`src/hdl/assert_macros.svh`:
```
// Assertion macros shared by the slot allocator RTL.
`ifndef ASSERT_MACROS_SVH
`define ASSERT_MACROS_SVH

`ifndef SYNTHESIS

// Same-cycle implication, checked at every rising edge out of reset
`define SPA_ASSERT_IMP(lbl, clk, rstn, ante, cons) \
    lbl: assert property (@(posedge clk) disable iff (!rstn) (ante) |-> (cons)) \
        else $error("implication check failed");

// Next-cycle implication
`define SPA_ASSERT_NXT(lbl, clk, rstn, ante, cons) \
    lbl: assert property (@(posedge clk) disable iff (!rstn) (ante) |=> (cons)) \
        else $error("next-cycle check failed");

`else

`define SPA_ASSERT_IMP(lbl, clk, rstn, ante, cons)
`define SPA_ASSERT_NXT(lbl, clk, rstn, ante, cons)

`endif

`endif

```
`src/hdl/spa_pkg.sv`:
```
// Package: shared types and codes for the slot allocator.
package spa_pkg;

    // Fixed field widths of the request and response items
    localparam int FUNC_W   = 1;
    localparam int PAGE_W   = 3;
    localparam int SLOT_W   = 7;
    localparam int STATUS_W = 2;
    localparam int USED_W   = 8;

    // Request operations
    localparam logic [FUNC_W-1:0] FUNC_ALLOC = 1'b0;
    localparam logic [FUNC_W-1:0] FUNC_FREE  = 1'b1;

    // Response status codes
    localparam logic [STATUS_W-1:0] STATUS_OK       = 2'd0;
    localparam logic [STATUS_W-1:0] STATUS_FULL     = 2'd1;
    localparam logic [STATUS_W-1:0] STATUS_NOT_BUSY = 2'd2;

    // Control sequencer states
    typedef enum logic [0:0] {
        ST_IDLE,
        ST_RUN
    } spa_state_t;

endpackage

```
`src/hdl/pooled_slot_allocator_unit.sv`:
```
// Top level of the pooled slot allocator.
//
// Request channel (req_valid / req_stall, fields func, page_in, slot_in):
// func selects allocate or free; page_in and slot_in name the slot to free.
// Response channel (rsp_valid / rsp_stall, fields status, page_out,
// slot_out, page_used): exactly one item per request, in request order.
// For each request the page row (busy bits and count) is read from a
// synchronous memory on acceptance; then, once the output register is free,
// the slot is picked, the row written back and the response registered.
// A new request is accepted only once the previous response is registered.
// Allocation picks the first page whose full flag is clear and the lowest
// free slot of that page through a carry-chain search over the row.
// Reset clears the page full flags and the row written flags, so every slot
// reads free with no clearing pass. If rsp_stall holds a response, the next
// request is still accepted and its row read, but its write-back and result
// wait until the output register frees; req_stall stays high meanwhile.
`include "assert_macros.svh"

module pooled_slot_allocator_unit #(
    parameter int SLOTS_PER_PAGE = 128,
    parameter int NUM_PAGES      = 8
) (
    input  logic                          clk,
    input  logic                          rst_n,
    input  logic                          req_valid,
    output logic                          req_stall,
    input  logic [spa_pkg::FUNC_W-1:0]    func,
    input  logic [spa_pkg::PAGE_W-1:0]    page_in,
    input  logic [spa_pkg::SLOT_W-1:0]    slot_in,
    output logic                          rsp_valid,
    input  logic                          rsp_stall,
    output logic [spa_pkg::STATUS_W-1:0]  status,
    output logic [spa_pkg::PAGE_W-1:0]    page_out,
    output logic [spa_pkg::SLOT_W-1:0]    slot_out,
    output logic [spa_pkg::USED_W-1:0]    page_used
);
    import spa_pkg::*;

    localparam int PW    = (NUM_PAGES > 1) ? $clog2(NUM_PAGES) : 1;
    localparam int SW    = (SLOTS_PER_PAGE > 1) ? $clog2(SLOTS_PER_PAGE) : 1;
    localparam int CW    = $clog2(SLOTS_PER_PAGE + 1);
    localparam int ROW_W = SLOTS_PER_PAGE + CW;

    // Sequencer and request registers
    spa_state_t              state_reg, state_next;
    logic [FUNC_W-1:0]       func_reg;
    logic [PAGE_W-1:0]       page_reg;
    logic [SLOT_W-1:0]       slot_reg;
    logic [PW-1:0]           sel_page_reg;
    logic                    pool_full_reg;
    logic [NUM_PAGES-1:0]    page_full_reg, page_full_next;

    // Response registers
    logic                    rsp_valid_reg;
    logic [STATUS_W-1:0]     status_reg, status_next;
    logic [PAGE_W-1:0]       page_out_reg, page_out_next;
    logic [SLOT_W-1:0]       slot_out_reg, slot_out_next;
    logic [USED_W-1:0]       page_used_reg, page_used_next;

    // Memory and search signals
    logic                    accept;
    logic                    done;
    logic                    rd_en;
    logic [PW-1:0]           rd_addr;
    logic [ROW_W-1:0]        rd_row;
    logic                    wr_en;
    logic                    do_write;
    logic [ROW_W-1:0]        wr_row;
    logic [SLOTS_PER_PAGE-1:0] row_map;
    logic [CW-1:0]           row_cnt;
    logic [CW-1:0]           cnt_new;
    logic [SLOTS_PER_PAGE-1:0] map_new;
    logic                    page_found;
    logic [PW-1:0]           page_idx;
    logic [NUM_PAGES-1:0]    page_onehot;
    logic                    slot_found;
    logic [SW-1:0]           slot_idx;
    logic [SLOTS_PER_PAGE-1:0] slot_onehot;
    logic [SW-1:0]           free_idx;
    logic                    page_bad;
    logic                    slot_bad;

    // First page that still has room
    spa_slot_find #(
        .WIDTH (NUM_PAGES)
    ) u_page_find (
        .busy   (page_full_reg),
        .found  (page_found),
        .idx    (page_idx),
        .onehot (page_onehot)
    );

    // Page rows: busy map plus busy count
    spa_row_mem #(
        .DEPTH (NUM_PAGES),
        .WIDTH (ROW_W)
    ) u_row_mem (
        .clk     (clk),
        .rst_n   (rst_n),
        .rd_en   (rd_en),
        .rd_addr (rd_addr),
        .rd_data (rd_row),
        .wr_en   (wr_en),
        .wr_addr (sel_page_reg),
        .wr_data (wr_row)
    );

    assign row_map = rd_row[SLOTS_PER_PAGE-1:0];
    assign row_cnt = rd_row[ROW_W-1:SLOTS_PER_PAGE];

    // Lowest free slot of the fetched row
    spa_slot_find #(
        .WIDTH (SLOTS_PER_PAGE)
    ) u_slot_find (
        .busy   (row_map),
        .found  (slot_found),
        .idx    (slot_idx),
        .onehot (slot_onehot)
    );

    // Handle range checks on free
    assign page_bad = 32'(page_reg) >= 32'(NUM_PAGES);
    assign slot_bad = 32'(slot_reg) >= 32'(SLOTS_PER_PAGE);
    assign free_idx = SW'(slot_reg);

    // Next state
    always_comb
    begin
        state_next = state_reg;
        unique case (state_reg)
            ST_IDLE:
            begin
                if (req_valid)
                begin
                    state_next = ST_RUN;
                end
            end
            ST_RUN:
            begin
                if (done)
                begin
                    state_next = ST_IDLE;
                end
            end
            default:
            begin
                state_next = ST_IDLE;
            end
        endcase
    end

    // Sequencer outputs
    always_comb
    begin
        req_stall = 1'b1;
        rd_en     = 1'b0;
        done      = 1'b0;
        unique case (state_reg)
            ST_IDLE:
            begin
                req_stall = 1'b0;
                rd_en     = req_valid;
            end
            ST_RUN:
            begin
                done = !rsp_valid_reg || !rsp_stall;
            end
            default:
            begin
                req_stall = 1'b1;
            end
        endcase
    end

    assign accept  = req_valid && !req_stall;
    assign rd_addr = (func == FUNC_ALLOC) ? page_idx : PW'(page_in);
    assign wr_en   = done && do_write;
    assign wr_row  = {cnt_new, map_new};

    // Modify step: result and new row
    always_comb
    begin
        do_write       = 1'b0;
        map_new        = row_map;
        cnt_new        = row_cnt;
        page_full_next = page_full_reg;
        status_next    = STATUS_OK;
        page_out_next  = page_reg;
        slot_out_next  = slot_reg;
        page_used_next = '0;
        if (func_reg == FUNC_ALLOC)
        begin
            if (pool_full_reg || !slot_found)
            begin
                status_next   = STATUS_FULL;
                page_out_next = '0;
                slot_out_next = '0;
            end
            else
            begin
                do_write       = 1'b1;
                map_new        = row_map | slot_onehot;
                cnt_new        = row_cnt + CW'(1);
                page_out_next  = PAGE_W'(sel_page_reg);
                slot_out_next  = SLOT_W'(slot_idx);
                page_used_next = USED_W'(cnt_new);
                if (32'(cnt_new) == 32'(SLOTS_PER_PAGE))
                begin
                    page_full_next[sel_page_reg] = 1'b1;
                end
            end
        end
        else
        begin
            if (page_bad)
            begin
                status_next = STATUS_NOT_BUSY;
            end
            else if (slot_bad || !row_map[free_idx])
            begin
                status_next    = STATUS_NOT_BUSY;
                page_used_next = USED_W'(row_cnt);
            end
            else
            begin
                do_write = 1'b1;
                map_new  = row_map & ~(SLOTS_PER_PAGE'(1) << free_idx);
                if (row_cnt != '0)
                begin
                    cnt_new = row_cnt - CW'(1);
                end
                page_used_next               = USED_W'(cnt_new);
                page_full_next[sel_page_reg] = 1'b0;
            end
        end
    end

    // Control registers
    always_ff @(posedge clk or negedge rst_n)
    begin
        if (!rst_n)
        begin
            state_reg     <= ST_IDLE;
            page_full_reg <= '0;
            rsp_valid_reg <= 1'b0;
        end
        else
        begin
            state_reg <= state_next;
            if (wr_en)
            begin
                page_full_reg <= page_full_next;
            end
            if (done)
            begin
                rsp_valid_reg <= 1'b1;
            end
            else if (!rsp_stall)
            begin
                rsp_valid_reg <= 1'b0;
            end
        end
    end

    // Request capture and response payload
    always_ff @(posedge clk)
    begin
        if (accept)
        begin
            func_reg      <= func;
            page_reg      <= page_in;
            slot_reg      <= slot_in;
            sel_page_reg  <= rd_addr;
            pool_full_reg <= !page_found;
        end
        if (done)
        begin
            status_reg    <= status_next;
            page_out_reg  <= page_out_next;
            slot_out_reg  <= slot_out_next;
            page_used_reg <= page_used_next;
        end
    end

    assign rsp_valid = rsp_valid_reg;
    assign status    = status_reg;
    assign page_out  = page_out_reg;
    assign slot_out  = slot_out_reg;
    assign page_used = page_used_reg;

    // Checks
    `SPA_ASSERT_NXT(a_accept_runs, clk, rst_n, accept, state_reg == ST_RUN)
    `SPA_ASSERT_IMP(a_write_with_result, clk, rst_n, wr_en, done && status_next == STATUS_OK)
    `SPA_ASSERT_IMP(a_alloc_ok_used, clk, rst_n, done && func_reg == FUNC_ALLOC && status_next == STATUS_OK, page_used_next != '0)
    `SPA_ASSERT_NXT(a_done_gives_rsp, clk, rst_n, done, rsp_valid && state_reg == ST_IDLE)

endmodule

```
`src/hdl/spa_row_mem.sv`:
```
// Page row memory: one word per page, registered read, rows read as zero until written.
module spa_row_mem #(
    parameter int DEPTH = 8,
    parameter int WIDTH = 136
) (
    input  logic                                 clk,
    input  logic                                 rst_n,
    input  logic                                 rd_en,
    input  logic [(DEPTH > 1 ? $clog2(DEPTH) : 1)-1:0] rd_addr,
    output logic [WIDTH-1:0]                     rd_data,
    input  logic                                 wr_en,
    input  logic [(DEPTH > 1 ? $clog2(DEPTH) : 1)-1:0] wr_addr,
    input  logic [WIDTH-1:0]                     wr_data
);
    import spa_pkg::*;

    logic [WIDTH-1:0] mem [DEPTH];
    logic [DEPTH-1:0] row_valid_reg;
    logic [WIDTH-1:0] rd_data_reg;
    logic             rd_valid_reg;

    // Storage array, no reset
    always_ff @(posedge clk)
    begin
        if (wr_en)
        begin
            mem[wr_addr] <= wr_data;
        end
        if (rd_en)
        begin
            rd_data_reg <= mem[rd_addr];
        end
    end

    // Per-row written flags, cleared at reset
    always_ff @(posedge clk or negedge rst_n)
    begin
        if (!rst_n)
        begin
            row_valid_reg <= '0;
            rd_valid_reg  <= 1'b0;
        end
        else
        begin
            if (wr_en)
            begin
                row_valid_reg[wr_addr] <= 1'b1;
            end
            if (rd_en)
            begin
                rd_valid_reg <= row_valid_reg[rd_addr];
            end
        end
    end

    // Unwritten rows read as all free, count zero
    assign rd_data = rd_valid_reg ? rd_data_reg : '0;

endmodule

```
`src/hdl/spa_slot_find.sv`:
```
// Lowest-zero finder: locates the first clear bit of a busy vector.
module spa_slot_find #(
    parameter int WIDTH = 128
) (
    input  logic [WIDTH-1:0]                         busy,
    output logic                                     found,
    output logic [(WIDTH > 1 ? $clog2(WIDTH) : 1)-1:0] idx,
    output logic [WIDTH-1:0]                         onehot
);
    import spa_pkg::*;

    localparam int IW = (WIDTH > 1) ? $clog2(WIDTH) : 1;

    // Carry of busy+1 stops at the first zero bit
    assign onehot = ~busy & (busy + WIDTH'(1));
    assign found  = |onehot;

    // One-hot to binary
    always_comb
    begin
        idx = '0;
        for (int i = 0; i < WIDTH; i++)
        begin
            if (onehot[i])
            begin
                idx = idx | IW'(i);
            end
        end
    end

endmodule

```
`config.mk`:
```
export PLATFORM = sky130hd
export DESIGN_NAME = pooled_slot_allocator_unit
export DESIGN_NICKNAME = d
export VERILOG_FILES = /design/src/hdl/spa_pkg.sv /design/src/hdl/pooled_slot_allocator_unit.sv /design/src/hdl/spa_row_mem.sv /design/src/hdl/spa_slot_find.sv
export VERILOG_INCLUDE_DIRS = /design/src /design/src/hdl
export SDC_FILE = /design/constraint.sdc
export NUM_CORES = 2
export LEC_CHECK = 0
export ABC_AREA = 1
export ABC_CLOCK_PERIOD_IN_PS = 25100
export BUFFER_PORTS_ARGS = -buffer_cell sky130_fd_sc_hd__buf_2
export CORE_AREA = 5 5 514 516
export DETAILED_ROUTE_END_ITERATION = 8
export DIE_AREA = 0 0 519 521
export PLACE_DENSITY = 0.36
export SETUP_SLACK_MARGIN = 0.4
export SYNTH_ARGS = -nofsm -noshare
export SYNTH_HDL_FRONTEND = slang
export SYNTH_HIERARCHICAL = 1
export SYNTH_SLANG_ARGS = --single-unit
```
`constraint.sdc`:
```
create_clock -name clk -period 25.1 [get_ports clk]
set_input_delay 3.765 -clock clk [delete_from_list [all_inputs] [get_ports clk]]
set_output_delay 3.765 -clock clk [all_outputs]
set_load 0.02 [all_outputs]
```
==> results.rst <==
.. list-table::
   :header-rows: 1

   * - Metric
     - Value
   * - Final-layout fill cell count
     - 27,700
   * - Status
     - complete, no violations
   * - All-Layer GR Usage
     - 16.9%
   * - Buffers added on ports
     - 36
   * - H-tree depth
     - 4
   * - Relative area change from synthesis to final layout
     - 14.7%
   * - Vias post-DR
     - 44,300
   * - Clock transition at the registers of the reported paths
     - 60 ps
   * - Worst path buffer plus inverter count
     - 9
   * - Tcrit/Tclk final
     - 35.8%
   * - Final weighted congestion of routability-driven global placement
     - 0.998
   * - Cell area after placement
     - 63,000 sq um
   * - Core outline area
     - 259,000 sq um
   * - Die area
     - 270,000 sq um
   * - Final hold slack
     - 458 ps
   * - Overflow left after global routing
     - 0
   * - Die outline width
     - 519 microns
   * - WL/cell
     - 24.6 microns
   * - Layer with the highest usage after global routing
     - met2
   * - Total number of clock tree sinks
     - 1,278
   * - Sequential share of power
     - 42.5%
   * - Starting utilization of the core area
     - 22.9%
   * - TNS Setup
     - 0 ps
   * - Final routed DRC violation total
     - 0
   * - Static leakage
     - 25.3 nW
   * - Cells after Synth
     - 6,073
   * - Wire length of the first global-routing pass
     - 333 mm
   * - Met2 Track Usage GR
     - 27.5%
   * - Netlist area before placement
     - 59,200 sq um
   * - TritonCTS clock tree
     - built
   * - I/O pin count
     - 37
   * - Total Nets Final
     - 6,061
   * - Category of the most critical setup path
     - reg -> reg
   * - Combinational power share
     - 25.3%
   * - Max FFs per register
     - 1,088
   * - Cell repeated most along the worst path
     - nand2_1
   * - Antenna violations before repair
     - 6
   * - Required time of the critical path
     - 25,540 ps
   * - Pin slew with the least headroom to its limit
     - 1380 ps
   * - Detailed Route WL
     - 235 mm
   * - Worst Skew
     - 41.8 ps
   * - DPL Wire Length
     - 156 mm
   * - Per-instance average area after synthesis
     - 9.74 sq um
   * - Insertion delay to the later sink of the worst-skew pair
     - 820 ps
   * - Global-route met3 utilization
     - 2.19%
   * - Power Density
     - 98.5 nW/um^2
   * - Finished layout cell area
     - 67,900 sq um
   * - Longest individual stage delay on the worst path
     - 680 ps
   * - Post-Synthesis Net Count
     - 6,092
   * - Ratio of cells with drive above 1 in the final layout
     - 7.36%
   * - Post-route minimum period
     - 8980 ps
   * - Count of hold-fix buffers inserted at cts
     - 0
   * - Sw Share
     - 35.0%
   * - Die height
     - 521 microns
   * - Slew Limit Fails
     - 0
   * - Final setup violation count
     - 0
   * - Buffers inserted by post-CTS timing repair
     - 0
   * - Kind of cell with the highest combined delay on the critical path
     - simple AND/OR/NAND/NOR gates
   * - Sort of element at the end of the critical path
     - register
   * - Highest-delay cell along the critical path
     - nor2_2
   * - Met1 demand-to-capacity share in global routing
     - 23.3%
   * - Largest driver fanout on the critical path
     - 50
   * - Worst max-slew margin expressed relative to the limit
     - 7.06%
   * - Vias per cell
     - 4.63
   * - Number of endpoints with negative hold slack in the final report
     - 0
   * - Worst-case clock buffer depth
     - 3
   * - Category of the worst setup path launch point
     - register
   * - Iter 0 DRT Violations
     - 3,872
   * - Number of warning messages in the yosys log
     - 6
   * - Placed Instances
     - 9,289
   * - Internal power
     - 4.35 mW
   * - Maximum number of pins on one net before global-route repair
     - 167
   * - Count of maximum capacitance violations
     - 0
   * - RSZ-0062 raised after global routing
     - false
   * - Number of CTS-inserted buffers
     - 153
   * - Data arrival time of the worst path
     - 9420 ps
   * - Fmax
     - 0.111 GHz
   * - Number of gates given a new drive strength after cts
     - 0
   * - Detailed-router iteration count before antenna repair
     - 9
   * - Non-filler cells, final
     - 9,565
   * - Switching power total
     - 2.34 mW
   * - Number of global-route vias before repair
     - 43,300
   * - Clock share of power
     - 32.1%
   * - Number of nets with antenna violations after routing
     - 0
   * - Class of the worst hold path
     - reg -> reg
   * - Peak ir drop on the vdd network
     - 0.0586 mV
   * - Clock root buffer
     - clkbuf_16
   * - Core Rows
     - 187
## power groups by stage
| stage | clock, mW | combinational [mW] | sequential, mW |
|---|---|---|---|
| floorplan | 0 | 0.990 | 2.90 |
| CTS | 2.23 | 1.72 | 2.85 |
| global route | 2.32 | 1.87 | 2.86 |
| detailed placement | 0 | 1.72 | 2.89 |
| finish | 2.15 | 1.70 | 2.85 |
| global placement | 0 | 1.72 | 2.89 |
## stage by stage
stage	util (%)	worst slack, ps	power, mW
2_1_floorplan	-	13980	3.89
6_report	26.2	16120	6.69
5_1_grt	26.2	15650	7.06
3_5_place_dp	24.4	16210	4.61
3_3_place_gp	24.4	16230	4.61
4_1_cts	26.2	16170	6.80
## layer usage
layer / vias up / wire, microns / part of all wire, %
li1: 20500 / - / -
met1: 22300 / 109000 / 46
met4: 2 / 7540 / 3.2
met3: 328 / 9750 / 4.1
met2: 1138 / 109000 / 46
met5: - / 11 / 0.0047
## path summary, 6_finish.rpt
path / to / slack, ps / cells after the start / start
min reg2reg: u_row_mem/row_valid_reg[1] / 460 / 2 / u_row_mem/row_valid_reg[1]
min: u_row_mem/row_valid_reg[1] / 460 / 2 / u_row_mem/row_valid_reg[1]
max in group asynchronous: u_row_mem/rd_valid_reg / 21800 / 1 / rst_n
min in group asynchronous: asynchronous set/reset pin / 2910 / 1 / rst_n
max reg2reg: u_row_mem/mem[1][94] / 16120 / 30 / u_row_mem/rd_valid_reg
max: u_row_mem/mem[1][94] / 16120 / 30 / u_row_mem/rd_valid_reg
## layout by cell type, fill, tap and decap left out, types with 36 or more instances in the layout
cell type,count
buf_4,73
nor2_2,61
buf_2,36
o22ai_1,136
nor3_1,48
nand2_1,1471
o21ai_0,717
o21ai_1,150
inv_1,483
nand3_1,249
edfxtp_1,1259
nor2_1,982
nand4_1,65
clkbuf_16,156
## layout make-up
type / count / area (sq um) / share of cell area (%)
timing repair buffer: 116 / 868 / 1.28
sequential: 1278 / 38300 / 56.4
clock buffer: 185 / 4010 / 5.91
antenna: 6 / 15.0 / 0.0221
multi-input combinational: 3997 / 17700 / 26.1
inverter: 496 / 1900 / 2.80
tap: 3402 / 4260 / 6.27
clock inverter: 85 / 843 / 1.24
## worst register-to-register path, delay by kind of cell (launching register included)
kind | cells | cell delay [ps]
and+or+nand+nor | 20 | 4180
DFF | 1 | 500
AOI/OAI and AO/OA | 1 | 360
buffers and inverters | 9 | 3500
Note: power is estimated with default switching activity, not from simulation.
